<file path="src/rtl/alc_pkg.sv">
// Shared types and codes for the analog limit alarm channel.
package alc_pkg;

  // Configuration register indexes
  typedef enum logic [2:0] {
    CFG_RAW_WINDOW   = 3'd0,
    CFG_ENG_BASE     = 3'd1,
    CFG_ENG_SLOPE    = 3'd2,
    CFG_HIGH_LIMIT   = 3'd3,
    CFG_LOW_LIMIT    = 3'd4,
    CFG_HIGH_DELAYS  = 3'd5,
    CFG_LOW_DELAYS   = 3'd6,
    CFG_ALARM_ENABLE = 3'd7
  } cfg_idx_t;

  // Event codes of a result
  typedef enum logic [1:0] {
    EV_NONE     = 2'd0,
    EV_HIGH     = 2'd1,
    EV_LOW      = 2'd2,
    EV_IN_RANGE = 2'd3
  } event_t;

  // Scaled value reported for a sample outside the raw window (-1.0)
  localparam logic signed [31:0] OUT_OF_WINDOW_VALUE = 32'shFFFF0000;

  // Configuration as seen by the datapath
  typedef struct packed {
    logic [15:0]        raw_zero;
    logic [15:0]        raw_full;
    logic signed [31:0] eng_base;
    logic signed [31:0] eng_slope;
    logic signed [31:0] high_limit;
    logic signed [31:0] low_limit;
    logic [15:0]        high_on_dly;
    logic [15:0]        high_off_dly;
    logic [15:0]        low_on_dly;
    logic [15:0]        low_off_dly;
    logic               high_en;
    logic               low_en;
  } cfg_t;

  // Classified sample handed from the front end to the alarm logic
  typedef struct packed {
    logic               in_window;
    logic signed [31:0] eng_value;
    logic               over_high;
    logic               under_low;
    logic [31:0]        now_seconds;
  } item_t;

endpackage

</file>
<file path="src/rtl/alc_if.sv">
// Sample and result channel interfaces.
interface alc_in_if;
  logic        valid;
  logic        ready;
  logic [15:0] raw_sample;
  logic [31:0] now_seconds;

  modport source (output valid, output raw_sample, output now_seconds, input ready);
  modport sink   (input valid, input raw_sample, input now_seconds, output ready);
endinterface

interface alc_out_if;
  logic               valid;
  logic               ready;
  logic               in_window;
  logic signed [31:0] eng_value;
  logic               alarm_high;
  logic               alarm_low;
  logic [1:0]         event_res;

  modport source (output valid, output in_window, output eng_value, output alarm_high,
                  output alarm_low, output event_res, input ready);
  modport sink   (input valid, input in_window, input eng_value, input alarm_high,
                  input alarm_low, input event_res, output ready);
endinterface

</file>
<file path="src/rtl/alc_front.sv">
// Front end: window check, linear scaling, saturation and limit compare.
module alc_front (
  input  logic                clk,
  input  logic                rst,
  input  alc_pkg::cfg_t       cfg,
  alc_in_if.sink              samples,
  input  logic                q_full,
  output logic                q_push,
  output alc_pkg::item_t      q_item
);

  // Stage 1: window check and offset from raw zero
  logic        s1_valid;
  logic        s1_win;
  logic [15:0] s1_diff;
  logic [31:0] s1_now;

  // Stage 2: product of slope and offset
  logic               s2_valid;
  logic               s2_win;
  logic signed [48:0] s2_prod;
  logic [31:0]        s2_now;

  logic s1_adv;
  logic s2_adv;

  logic signed [49:0] sum;
  logic signed [31:0] val;
  logic               sat_hi;
  logic               sat_lo;

  // Advance each stage when it is empty or its contents move on
  assign q_push        = s2_valid && !q_full;
  assign s2_adv        = !s2_valid || q_push;
  assign s1_adv        = !s1_valid || s2_adv;
  assign samples.ready = s1_adv;

  // Stage 1 registers
  always_ff @(posedge clk) begin
    if (rst) begin
      s1_valid <= 1'b0;
    end else if (s1_adv) begin
      s1_valid <= samples.valid;
    end
    if (s1_adv) begin
      s1_win  <= (samples.raw_sample >= cfg.raw_zero) &&
                 (samples.raw_sample <= cfg.raw_full);
      s1_diff <= samples.raw_sample - cfg.raw_zero;
      s1_now  <= samples.now_seconds;
    end
  end

  // Stage 2 registers
  always_ff @(posedge clk) begin
    if (rst) begin
      s2_valid <= 1'b0;
    end else if (s2_adv) begin
      s2_valid <= s1_valid;
    end
    if (s2_adv) begin
      s2_win  <= s1_win;
      s2_prod <= cfg.eng_slope * $signed({1'b0, s1_diff});
      s2_now  <= s1_now;
    end
  end

  // Add the base, saturate to 32 bits, compare with the limits; out of window give -1.0, no compare
  always_comb begin
    sum    = 50'(s2_prod) + 50'(cfg.eng_base);
    sat_hi = !sum[49] && (|sum[48:31]);
    sat_lo = sum[49] && !(&sum[48:31]);
    if (sat_hi) begin
      val = 32'sh7FFFFFFF;
    end else if (sat_lo) begin
      val = 32'sh80000000;
    end else begin
      val = sum[31:0];
    end
    q_item.in_window   = s2_win;
    q_item.now_seconds = s2_now;
    if (s2_win) begin
      q_item.eng_value = val;
      q_item.over_high = val > cfg.high_limit;
      q_item.under_low = val < cfg.low_limit;
    end else begin
      q_item.eng_value = alc_pkg::OUT_OF_WINDOW_VALUE;
      q_item.over_high = 1'b0;
      q_item.under_low = 1'b0;
    end
  end

endmodule

</file>
<file path="src/rtl/alc_queue.sv">
// Short queue of classified samples between the front end and the alarm logic.
module alc_queue #(
  parameter int DEPTH = 2
) (
  input  logic           clk,
  input  logic           rst,
  input  logic           push,
  input  alc_pkg::item_t push_item,
  output logic           full,
  input  logic           pop,
  output logic           head_valid,
  output alc_pkg::item_t head_item
);

  localparam int PtrW = (DEPTH > 1) ? $clog2(DEPTH) : 1;
  localparam int CntW = $clog2(DEPTH + 1);
  localparam logic [PtrW-1:0] LastPtr = PtrW'(DEPTH - 1);

  alc_pkg::item_t slots [DEPTH];
  logic [PtrW-1:0] wr_ptr;
  logic [PtrW-1:0] rd_ptr;
  logic [CntW-1:0] count;
  logic            do_pop;

  assign full       = count == CntW'(DEPTH);
  assign head_valid = count != '0;
  assign head_item  = slots[rd_ptr];
  assign do_pop     = pop && head_valid;

  // Write the incoming beat
  always_ff @(posedge clk) begin
    if (push) begin
      slots[wr_ptr] <= push_item;
    end
  end

  // Advance pointers and occupancy
  always_ff @(posedge clk) begin
    if (rst) begin
      wr_ptr <= '0;
      rd_ptr <= '0;
      count  <= '0;
    end else begin
      if (push) begin
        wr_ptr <= (wr_ptr == LastPtr) ? '0 : wr_ptr + 1'b1;
      end
      if (do_pop) begin
        rd_ptr <= (rd_ptr == LastPtr) ? '0 : rd_ptr + 1'b1;
      end
      if (push && !do_pop) begin
        count <= count + 1'b1;
      end else if (!push && do_pop) begin
        count <= count - 1'b1;
      end
    end
  end

endmodule

</file>
<file path="src/rtl/alc_back.sv">
// Alarm logic: assert and hold-off delays, alarm state and result register.
module alc_back (
  input  logic           clk,
  input  logic           rst,
  input  alc_pkg::cfg_t  cfg,
  input  logic           head_valid,
  input  alc_pkg::item_t head_item,
  output logic           pop,
  alc_out_if.source      results
);

  logic        high_active;
  logic        low_active;
  logic [31:0] high_on_start;
  logic [31:0] high_off_start;
  logic [31:0] low_on_start;
  logic [31:0] low_off_start;

  logic        high_active_next;
  logic        low_active_next;
  logic [31:0] high_on_start_next;
  logic [31:0] high_off_start_next;
  logic [31:0] low_on_start_next;
  logic [31:0] low_off_start_next;
  alc_pkg::event_t ev;

  logic        ih;
  logic        il;
  logic        vh;
  logic        vl;
  logic [31:0] now;

  // Signed difference between now and a start time
  function automatic logic signed [33:0] elapsed(input logic [31:0] t_now,
                                                 input logic [31:0] t_start);
    elapsed = $signed({2'b00, t_now}) - $signed({2'b00, t_start});
  endfunction

  // Decide whether one alarm is active after this sample
  function automatic logic decide(input logic en, input logic over, input logic active,
                                  input logic [31:0] t_now, input logic [31:0] on_start,
                                  input logic [31:0] off_start, input logic [15:0] on_dly,
                                  input logic [15:0] off_dly);
    logic assert_ok;
    logic hold;
    assert_ok = over && ((on_dly == '0) ||
                ((on_start != '0) &&
                 (elapsed(t_now, on_start) >= $signed({18'd0, on_dly}))));
    hold = !over && active && (off_dly != '0) &&
           ((off_start == '0) ||
            (elapsed(t_now, off_start) < $signed({18'd0, off_dly})));
    decide = en && (assert_ok || hold);
  endfunction

  // Take a beat when the result register is free or being drained
  assign pop = head_valid && (!results.valid || results.ready);

  assign vh  = head_item.over_high;
  assign vl  = head_item.under_low;
  assign now = head_item.now_seconds;
  assign ih  = decide(cfg.high_en, vh, high_active, now, high_on_start, high_off_start,
                      cfg.high_on_dly, cfg.high_off_dly);
  assign il  = decide(cfg.low_en, vl, low_active, now, low_on_start, low_off_start,
                      cfg.low_on_dly, cfg.low_off_dly);

  // Next alarm state and event
  always_comb begin
    high_active_next    = high_active;
    low_active_next     = low_active;
    high_on_start_next  = high_on_start;
    high_off_start_next = high_off_start;
    low_on_start_next   = low_on_start;
    low_off_start_next  = low_off_start;
    ev                  = alc_pkg::EV_NONE;
    if (head_item.in_window) begin
      if (ih) begin
        if (!high_active) begin
          high_active_next = 1'b1;
          low_active_next  = 1'b0;
          ev               = alc_pkg::EV_HIGH;
        end
        low_off_start_next = '0;
        if (vh) begin
          high_off_start_next = '0;
          low_on_start_next   = '0;
        end else begin
          if (high_off_start == '0) begin
            high_off_start_next = now;
          end
          low_on_start_next = vl ? now : '0;
        end
      end else if (il) begin
        if (!low_active) begin
          low_active_next  = 1'b1;
          high_active_next = 1'b0;
          ev               = alc_pkg::EV_LOW;
        end
        high_off_start_next = '0;
        if (vl) begin
          low_off_start_next = '0;
          high_on_start_next = '0;
        end else begin
          if (low_off_start == '0) begin
            low_off_start_next = now;
          end
          high_on_start_next = vh ? now : '0;
        end
      end else begin
        if (high_active || low_active) begin
          high_active_next = 1'b0;
          low_active_next  = 1'b0;
          if (!vh && !vl) begin
            ev = alc_pkg::EV_IN_RANGE;
          end
        end
        if (vh) begin
          low_on_start_next = '0;
          if (high_on_start == '0) begin
            high_on_start_next = now;
          end
        end else if (vl) begin
          high_on_start_next = '0;
          if (low_on_start == '0) begin
            low_on_start_next = now;
          end
        end else begin
          high_on_start_next = '0;
          low_on_start_next  = '0;
        end
      end
    end
  end

  // Hold the alarm state, update it on each beat taken
  always_ff @(posedge clk) begin
    if (rst) begin
      high_active    <= 1'b0;
      low_active     <= 1'b0;
      high_on_start  <= '0;
      high_off_start <= '0;
      low_on_start   <= '0;
      low_off_start  <= '0;
    end else if (pop) begin
      high_active    <= high_active_next;
      low_active     <= low_active_next;
      high_on_start  <= high_on_start_next;
      high_off_start <= high_off_start_next;
      low_on_start   <= low_on_start_next;
      low_off_start  <= low_off_start_next;
    end
  end

  // Result register
  always_ff @(posedge clk) begin
    if (rst) begin
      results.valid <= 1'b0;
    end else if (pop) begin
      results.valid <= 1'b1;
    end else if (results.ready) begin
      results.valid <= 1'b0;
    end
    if (pop) begin
      results.in_window  <= head_item.in_window;
      results.eng_value  <= head_item.eng_value;
      results.alarm_high <= high_active_next;
      results.alarm_low  <= low_active_next;
      results.event_res  <= ev;
    end
  end

endmodule

</file>
<file path="src/rtl/analog_limit_alarm_with_delays.sv">
// A sample passes the stage 1 and 2 registers, the queue and the result register.
// One sample per cycle while results are taken: the front end (window check, 32x17
// multiply, add, saturate and compare over two stages) and the alarm logic each
// keep that rate. A queue of QUEUE_DEPTH beats absorbs result stalls until it fills.
// Reset clears the pipeline, queue, alarm state and result register and loads the
// configuration reset values; the block accepts samples in the cycle after reset.
module analog_limit_alarm_with_delays #(
  parameter int QUEUE_DEPTH = 2
) (
  input  logic        clk,
  input  logic        rst,
  input  logic        cfg_we,
  input  logic [2:0]  cfg_index,
  input  logic [31:0] cfg_data,
  alc_in_if.sink      samples,
  alc_out_if.source   results
);

  alc_pkg::cfg_t  cfg;
  logic           q_push;
  logic           q_full;
  logic           q_pop;
  logic           q_valid;
  alc_pkg::item_t q_in_item;
  alc_pkg::item_t q_head_item;

  // Configuration registers
  always_ff @(posedge clk) begin
    if (rst) begin
      cfg.raw_zero     <= 16'h0000;
      cfg.raw_full     <= 16'hFFFF;
      cfg.eng_base     <= 32'sh0;
      cfg.eng_slope    <= 32'sh00010000;
      cfg.high_limit   <= 32'sh7FFFFFFF;
      cfg.low_limit    <= 32'sh80000000;
      cfg.high_on_dly  <= '0;
      cfg.high_off_dly <= '0;
      cfg.low_on_dly   <= '0;
      cfg.low_off_dly  <= '0;
      cfg.high_en      <= 1'b0;
      cfg.low_en       <= 1'b0;
    end else if (cfg_we) begin
      unique case (alc_pkg::cfg_idx_t'(cfg_index))
        alc_pkg::CFG_RAW_WINDOW: begin
          cfg.raw_zero <= cfg_data[15:0];
          cfg.raw_full <= cfg_data[31:16];
        end
        alc_pkg::CFG_ENG_BASE:    cfg.eng_base   <= cfg_data;
        alc_pkg::CFG_ENG_SLOPE:   cfg.eng_slope  <= cfg_data;
        alc_pkg::CFG_HIGH_LIMIT:  cfg.high_limit <= cfg_data;
        alc_pkg::CFG_LOW_LIMIT:   cfg.low_limit  <= cfg_data;
        alc_pkg::CFG_HIGH_DELAYS: begin
          cfg.high_on_dly  <= cfg_data[15:0];
          cfg.high_off_dly <= cfg_data[31:16];
        end
        alc_pkg::CFG_LOW_DELAYS: begin
          cfg.low_on_dly  <= cfg_data[15:0];
          cfg.low_off_dly <= cfg_data[31:16];
        end
        alc_pkg::CFG_ALARM_ENABLE: begin
          cfg.high_en <= cfg_data[0];
          cfg.low_en  <= cfg_data[1];
        end
        default: ;
      endcase
    end
  end

  alc_front u_front (
    .clk     (clk),
    .rst     (rst),
    .cfg     (cfg),
    .samples (samples),
    .q_full  (q_full),
    .q_push  (q_push),
    .q_item  (q_in_item)
  );

  alc_queue #(
    .DEPTH (QUEUE_DEPTH)
  ) u_queue (
    .clk        (clk),
    .rst        (rst),
    .push       (q_push),
    .push_item  (q_in_item),
    .full       (q_full),
    .pop        (q_pop),
    .head_valid (q_valid),
    .head_item  (q_head_item)
  );

  alc_back u_back (
    .clk        (clk),
    .rst        (rst),
    .cfg        (cfg),
    .head_valid (q_valid),
    .head_item  (q_head_item),
    .pop        (q_pop),
    .results    (results)
  );

`ifndef NO_ASSERTIONS
  // An out-of-window beat reports -1.0 and no event
  a_out_of_window: assert property (@(posedge clk) disable iff (rst)
    results.valid && !results.in_window |->
      results.event_res == alc_pkg::EV_NONE &&
      results.eng_value == alc_pkg::OUT_OF_WINDOW_VALUE)
    else $error("out-of-window result carries a value or event");

  // High and low alarms are never up together
  a_alarms_exclusive: assert property (@(posedge clk) disable iff (rst)
    results.valid |-> !(results.alarm_high && results.alarm_low))
    else $error("high and low alarm both active");

  // An entered-high event comes with the high alarm flag
  a_event_flags: assert property (@(posedge clk) disable iff (rst)
    results.valid && (results.event_res == alc_pkg::EV_HIGH) |-> results.alarm_high)
    else $error("entered-high event without high alarm");

  // Back in range leaves both alarms down
  a_in_range_clear: assert property (@(posedge clk) disable iff (rst)
    results.valid && (results.event_res == alc_pkg::EV_IN_RANGE) |->
      !results.alarm_high && !results.alarm_low)
    else $error("back-in-range event with an alarm still active");
`endif

endmodule

</file>
<file path="src/flat_wrapper.sv">
// flat-port wrapper written by rule: the top's interface ports become plain ports
module analog_limit_alarm_with_delays_flat 
#(
  parameter int QUEUE_DEPTH = 2
)
  (clk, rst, cfg_we, cfg_index, cfg_data, samples_valid, samples_raw_sample, samples_now_seconds, samples_ready, results_valid, results_in_window, results_eng_value, results_alarm_high, results_alarm_low, results_event_res, results_ready);
  alc_in_if samples_i ();
  alc_out_if results_i ();
  input  logic clk;
  input  logic rst;
  input  logic cfg_we;
  input  logic [2:0] cfg_index;
  input  logic [31:0] cfg_data;
  input wire logic [$bits(samples_i.valid)-1:0] samples_valid;
  input wire logic [$bits(samples_i.raw_sample)-1:0] samples_raw_sample;
  input wire logic [$bits(samples_i.now_seconds)-1:0] samples_now_seconds;
  output wire logic [$bits(samples_i.ready)-1:0] samples_ready;
  output wire logic [$bits(results_i.valid)-1:0] results_valid;
  output wire logic [$bits(results_i.in_window)-1:0] results_in_window;
  output wire logic [$bits(results_i.eng_value)-1:0] results_eng_value;
  output wire logic [$bits(results_i.alarm_high)-1:0] results_alarm_high;
  output wire logic [$bits(results_i.alarm_low)-1:0] results_alarm_low;
  output wire logic [$bits(results_i.event_res)-1:0] results_event_res;
  input wire logic [$bits(results_i.ready)-1:0] results_ready;
  assign samples_i.valid = samples_valid;
  assign samples_i.raw_sample = samples_raw_sample;
  assign samples_i.now_seconds = samples_now_seconds;
  assign samples_ready = samples_i.ready;
  assign results_valid = results_i.valid;
  assign results_in_window = results_i.in_window;
  assign results_eng_value = results_i.eng_value;
  assign results_alarm_high = results_i.alarm_high;
  assign results_alarm_low = results_i.alarm_low;
  assign results_event_res = results_i.event_res;
  assign results_i.ready = results_ready;
  analog_limit_alarm_with_delays #(.QUEUE_DEPTH(QUEUE_DEPTH)) u_core (.clk(clk), .rst(rst), .cfg_we(cfg_we), .cfg_index(cfg_index), .cfg_data(cfg_data), .samples(samples_i), .results(results_i));
endmodule
</file>
<file path="config.mk">
export PLATFORM = sky130hd
export DESIGN_NAME = analog_limit_alarm_with_delays_flat
export DESIGN_NICKNAME = d
export VERILOG_FILES = /design/src/rtl/alc_pkg.sv /design/src/rtl/alc_if.sv /design/src/rtl/alc_front.sv /design/src/rtl/alc_queue.sv /design/src/rtl/alc_back.sv /design/src/rtl/analog_limit_alarm_with_delays.sv /design/src/flat_wrapper.sv
export SDC_FILE = /design/constraint.sdc
export NUM_CORES = 2
export LEC_CHECK = 0
export BUFFER_PORTS_ARGS = -buffer_cell sky130_fd_sc_hd__buf_2
export CORE_UTILIZATION = 60
export CTS_CLUSTER_SIZE = 20
export DETAILED_ROUTE_END_ITERATION = 12
export GPL_TIMING_DRIVEN = 1
export PLACE_DENSITY = 0.8
export SKIP_LAST_GASP = 1
export SLEW_MARGIN = 20
export SYNTH_ARGS = -nofsm -noshare
export SYNTH_HDL_FRONTEND = slang
export SYNTH_SLANG_ARGS = --single-unit
</file>
<file path="constraint.sdc">
create_clock -name clk -period 9.2 [get_ports clk]
set_clock_uncertainty 0.1 [all_clocks]
set_input_delay 1.38 -clock clk [delete_from_list [all_inputs] [get_ports clk]]
set_output_delay 1.38 -clock clk [all_outputs]
set_load 0.1 [all_outputs]
</file>
==> out/metrics.cfg <==
[floorplanning]
start_util_pct=60.5
core-area_um2=93300
die_h_um=309
ioPinCount=127
die_x_um=309
rows=112
die-area_um2=95400

[outcome]
status=complete, no violations

[logic_synthesis]
synth_nets=7315
yosysSeqAreaShare_pct=28.9
yosys_register_bits=666
synth.cell_area_um2=56500
async_flop_share_pct=0
syn-mean-instance-area_um2=9.00
synthCells=6280
synth_edf_count=302
synth_ff_type=dfxtp_1
synth_cell_types=98
ys_warn_count=0

[routing]
drt_pass1_iterations=6
wirelength_um=164000
route.detailed.drc=0
drt-initial-drc-count=4701
wl_per_cell_um=21.6
vias=46000
final_antenna_net_count=0
vias_per_cell=6.06

[timing]
finalCriticalPeriod_ns=8.47
fin_tns_setup_ns=0
hold_ws_ns=0.301
finalMaxSlewViolations=0
max_freq_mhz=118
finalSetupViolCount=0
fin_crit_sh_pct=92.1
hold_violations=0
rsz0062_at_grt=false
worstMarginPinSlew_ns=1.15
slew_headroom_pct=23.2

[min_path]
hold_path.class=reg -> reg

[run]
drv_cap=0

[final_layout]
fin_cells=7601
stdcell_area_um2=60800
final_nets=7317
area_delta_synth_final_pct=7.57
final_util_pct=65.1
drive_above_1_share_pct=7.14

[global_route]
first_global_vias=44900
grt_overflow=0
track_usage_pct=34.2
met3_usage_pct=9.82
grt_util_met1_pct=46.6
use_met2_pct=52.3
grt_antenna_before_repair=5
top_usage_layer=met2
grt_pass1_wl_um=252000
grt_start_max_net_pins=85

[clock_tree]
htreeDepth=3
cts_made_buffers=73
clk_pin_slew_ns=0.06
clock-root-buffer=clkbuf_16
clk_latency_ns=0.67
cts_hold_buf=0
numClockSinks=666
cts_tree=done
cts-resized-gates=0
cts_buffer_depth=3
cts_setup_buffers=0

[pwr]
peakVddDrop_uv=262
pwr_density_cell_nw_per_um2=214
p_leak_uw=0.0249

[setup_path]
worst_setup_path_start_kind=register
crit_arrival_ns=8.73
end_kind=register
crit_fanout=20
cp.required_ns=9.46
r2r_setup_slack_ns=0.73
crit_type=reg -> reg

[placed_design]
placed_cell_area_um2=58200
io_buffer_count=126
gp_congestion=1.01
hpwl_um=123000
dp_cells=7459

-- final timing paths --
path | from | to | cells past startpoint
worst max-delay path | u_core.u_front.s1_diff[3] | u_core.u_front.s2_prod[48] | 25
worst max register to register | u_core.u_front.s1_diff[3] | u_core.u_front.s2_prod[48] | 25
worst min register to register | u_core.u_front.s1_now[18] | u_core.u_front.s2_now[18] | 0
worst min-delay path | u_core.u_front.s1_now[18] | u_core.u_front.s2_now[18] | 0
-- cells by family after synthesis --
group / count (synthesis) / synth area share [%]
AOI/OAI and AO/OA: 1192 / 13.5
DFF: 666 / 28.9
xor gates and xnor gates: 177 / 2.74
and+or+nand+nor: 1970 / 16.4
buffers and inverters: 1179 / 8.01
adders and majority gates: 947 / 27.5
muxes: 149 / 2.79
-- report_power, final --
group | internal (µW) | leakage (µW) | switching [µW]
combinational | 2170 | 0.0178 | 4100
clock | 1740 | 0.00121 | 1290
sequential | 3480 | 0.00591 | 201
-- layout by cell type, fill, tap and decap left out, drive strengths merged, types with 33 or more instances in the layout --
| master | instances |
|---|---|
| edfxtp | 302 |
| o21bai | 33 |
| o21a | 43 |
| clkbuf | 95 |
| nand2 | 1014 |
| mux2 | 70 |
| a21oi | 431 |
| fa | 495 |
| ha | 452 |
| mux2i | 79 |
| nor3 | 49 |
| xnor2 | 118 |
| o211ai | 74 |
| nand2b | 69 |
| a31oi | 46 |
| nor4 | 67 |
| a211oi | 43 |
| inv | 918 |
| nor2b | 55 |
| buf | 192 |
| nand3 | 105 |
| and2 | 210 |
| o21ai | 203 |
| a21o | 89 |
| nor2 | 186 |
| dfxtp | 364 |
| xor2 | 59 |
| a32o | 34 |
| nand4 | 67 |
-- metal layers --
metal / share of wire, % / vias up
met1: 41 / 22500
met2: 44 / 2131
li1: - / 21100
met5: 0.034 / -
met4: 3.4 / 8
met3: 11 / 340
-- cell usage after synthesis, drive strengths merged, types with 69 or more instances --
library cell / instances / area (µm²)
ha: 452 / 5660
fa: 495 / 9910
edfxtp: 302 / 9070
a21oi: 431 / 2160
o21ai: 203 / 1020
o211ai: 74 / 561
nand3: 105 / 531
a21o: 89 / 668
xnor2: 118 / 1030
nand2: 1014 / 3810
nand2b: 69 / 432
mux2i: 79 / 791
dfxtp: 364 / 7290
mux2: 70 / 788
inv: 913 / 3430
nor2: 186 / 701
and2: 210 / 1310
clkbuf: 235 / 882
-- registers in the layout (all words and copies together), names as in the netlist, 2 cells and up, named ones only --
| register | flops |
|---|---|
| u_core.cfg | 226 |
| u_core.u_back.high_off_start | 32 |
| u_core.u_back.high_on_start | 32 |
| u_core.u_back.low_off_start | 32 |
| u_core.u_back.low_on_start | 32 |
| u_core.u_back.results.eng_value | 32 |
| u_core.u_back.results.event_res | 2 |
| u_core.u_front.s1_diff | 16 |
| u_core.u_front.s1_now | 32 |
| u_core.u_front.s2_now | 32 |
| u_core.u_front.s2_prod | 49 |
| u_core.u_queue.count | 2 |
| u_core.u_queue.slots | 134 |
-- cell type report --
type                       instances  area [µm²]
fill                            7577       32600
tap                             1254        1570
multi-input combinational       4435       35800
inverter                         914        3430
antenna                            6        15.0
timing repair buffer             192        1160
sequential                       666       16400
clock inverter                    39         394
clock buffer                      95        2090
-- metrics by stage --
stage | power (µW) | worst slack [ns]
3_3_place_gp | 9700 | 1.01
5_1_grt | 13700 | 0.389
4_1_cts | 12900 | 0.859
6_report | 13000 | 0.727
2_1_floorplan | 8170 | 2.02
3_5_place_dp | 9820 | 0.910
-- worst max-delay path, cell delays in order (launching register included) --
cell      delay (ns)
edfxtp_1        1.00
buf_4           0.35
nand2_1         0.10
fa_1            0.53
inv_1           0.05
fa_1            0.53
inv_1           0.05
fa_1            0.48
fa_1            0.55
inv_1           0.05
fa_1            0.49
fa_1            0.41
ha_1            0.36
and4_1          0.24
a221oi_1        0.25
o21ai_0         0.13
a21oi_1         0.25
o31a_1          0.25
o21ai_1         0.13
o41ai_1         0.54
o211ai_1        0.18
nor2b_1         0.20
a31oi_1         0.32
o21bai_1        0.16
a221oi_1        0.35
xnor2_1         0.12
Note: power is estimated with default switching activity, not from simulation.
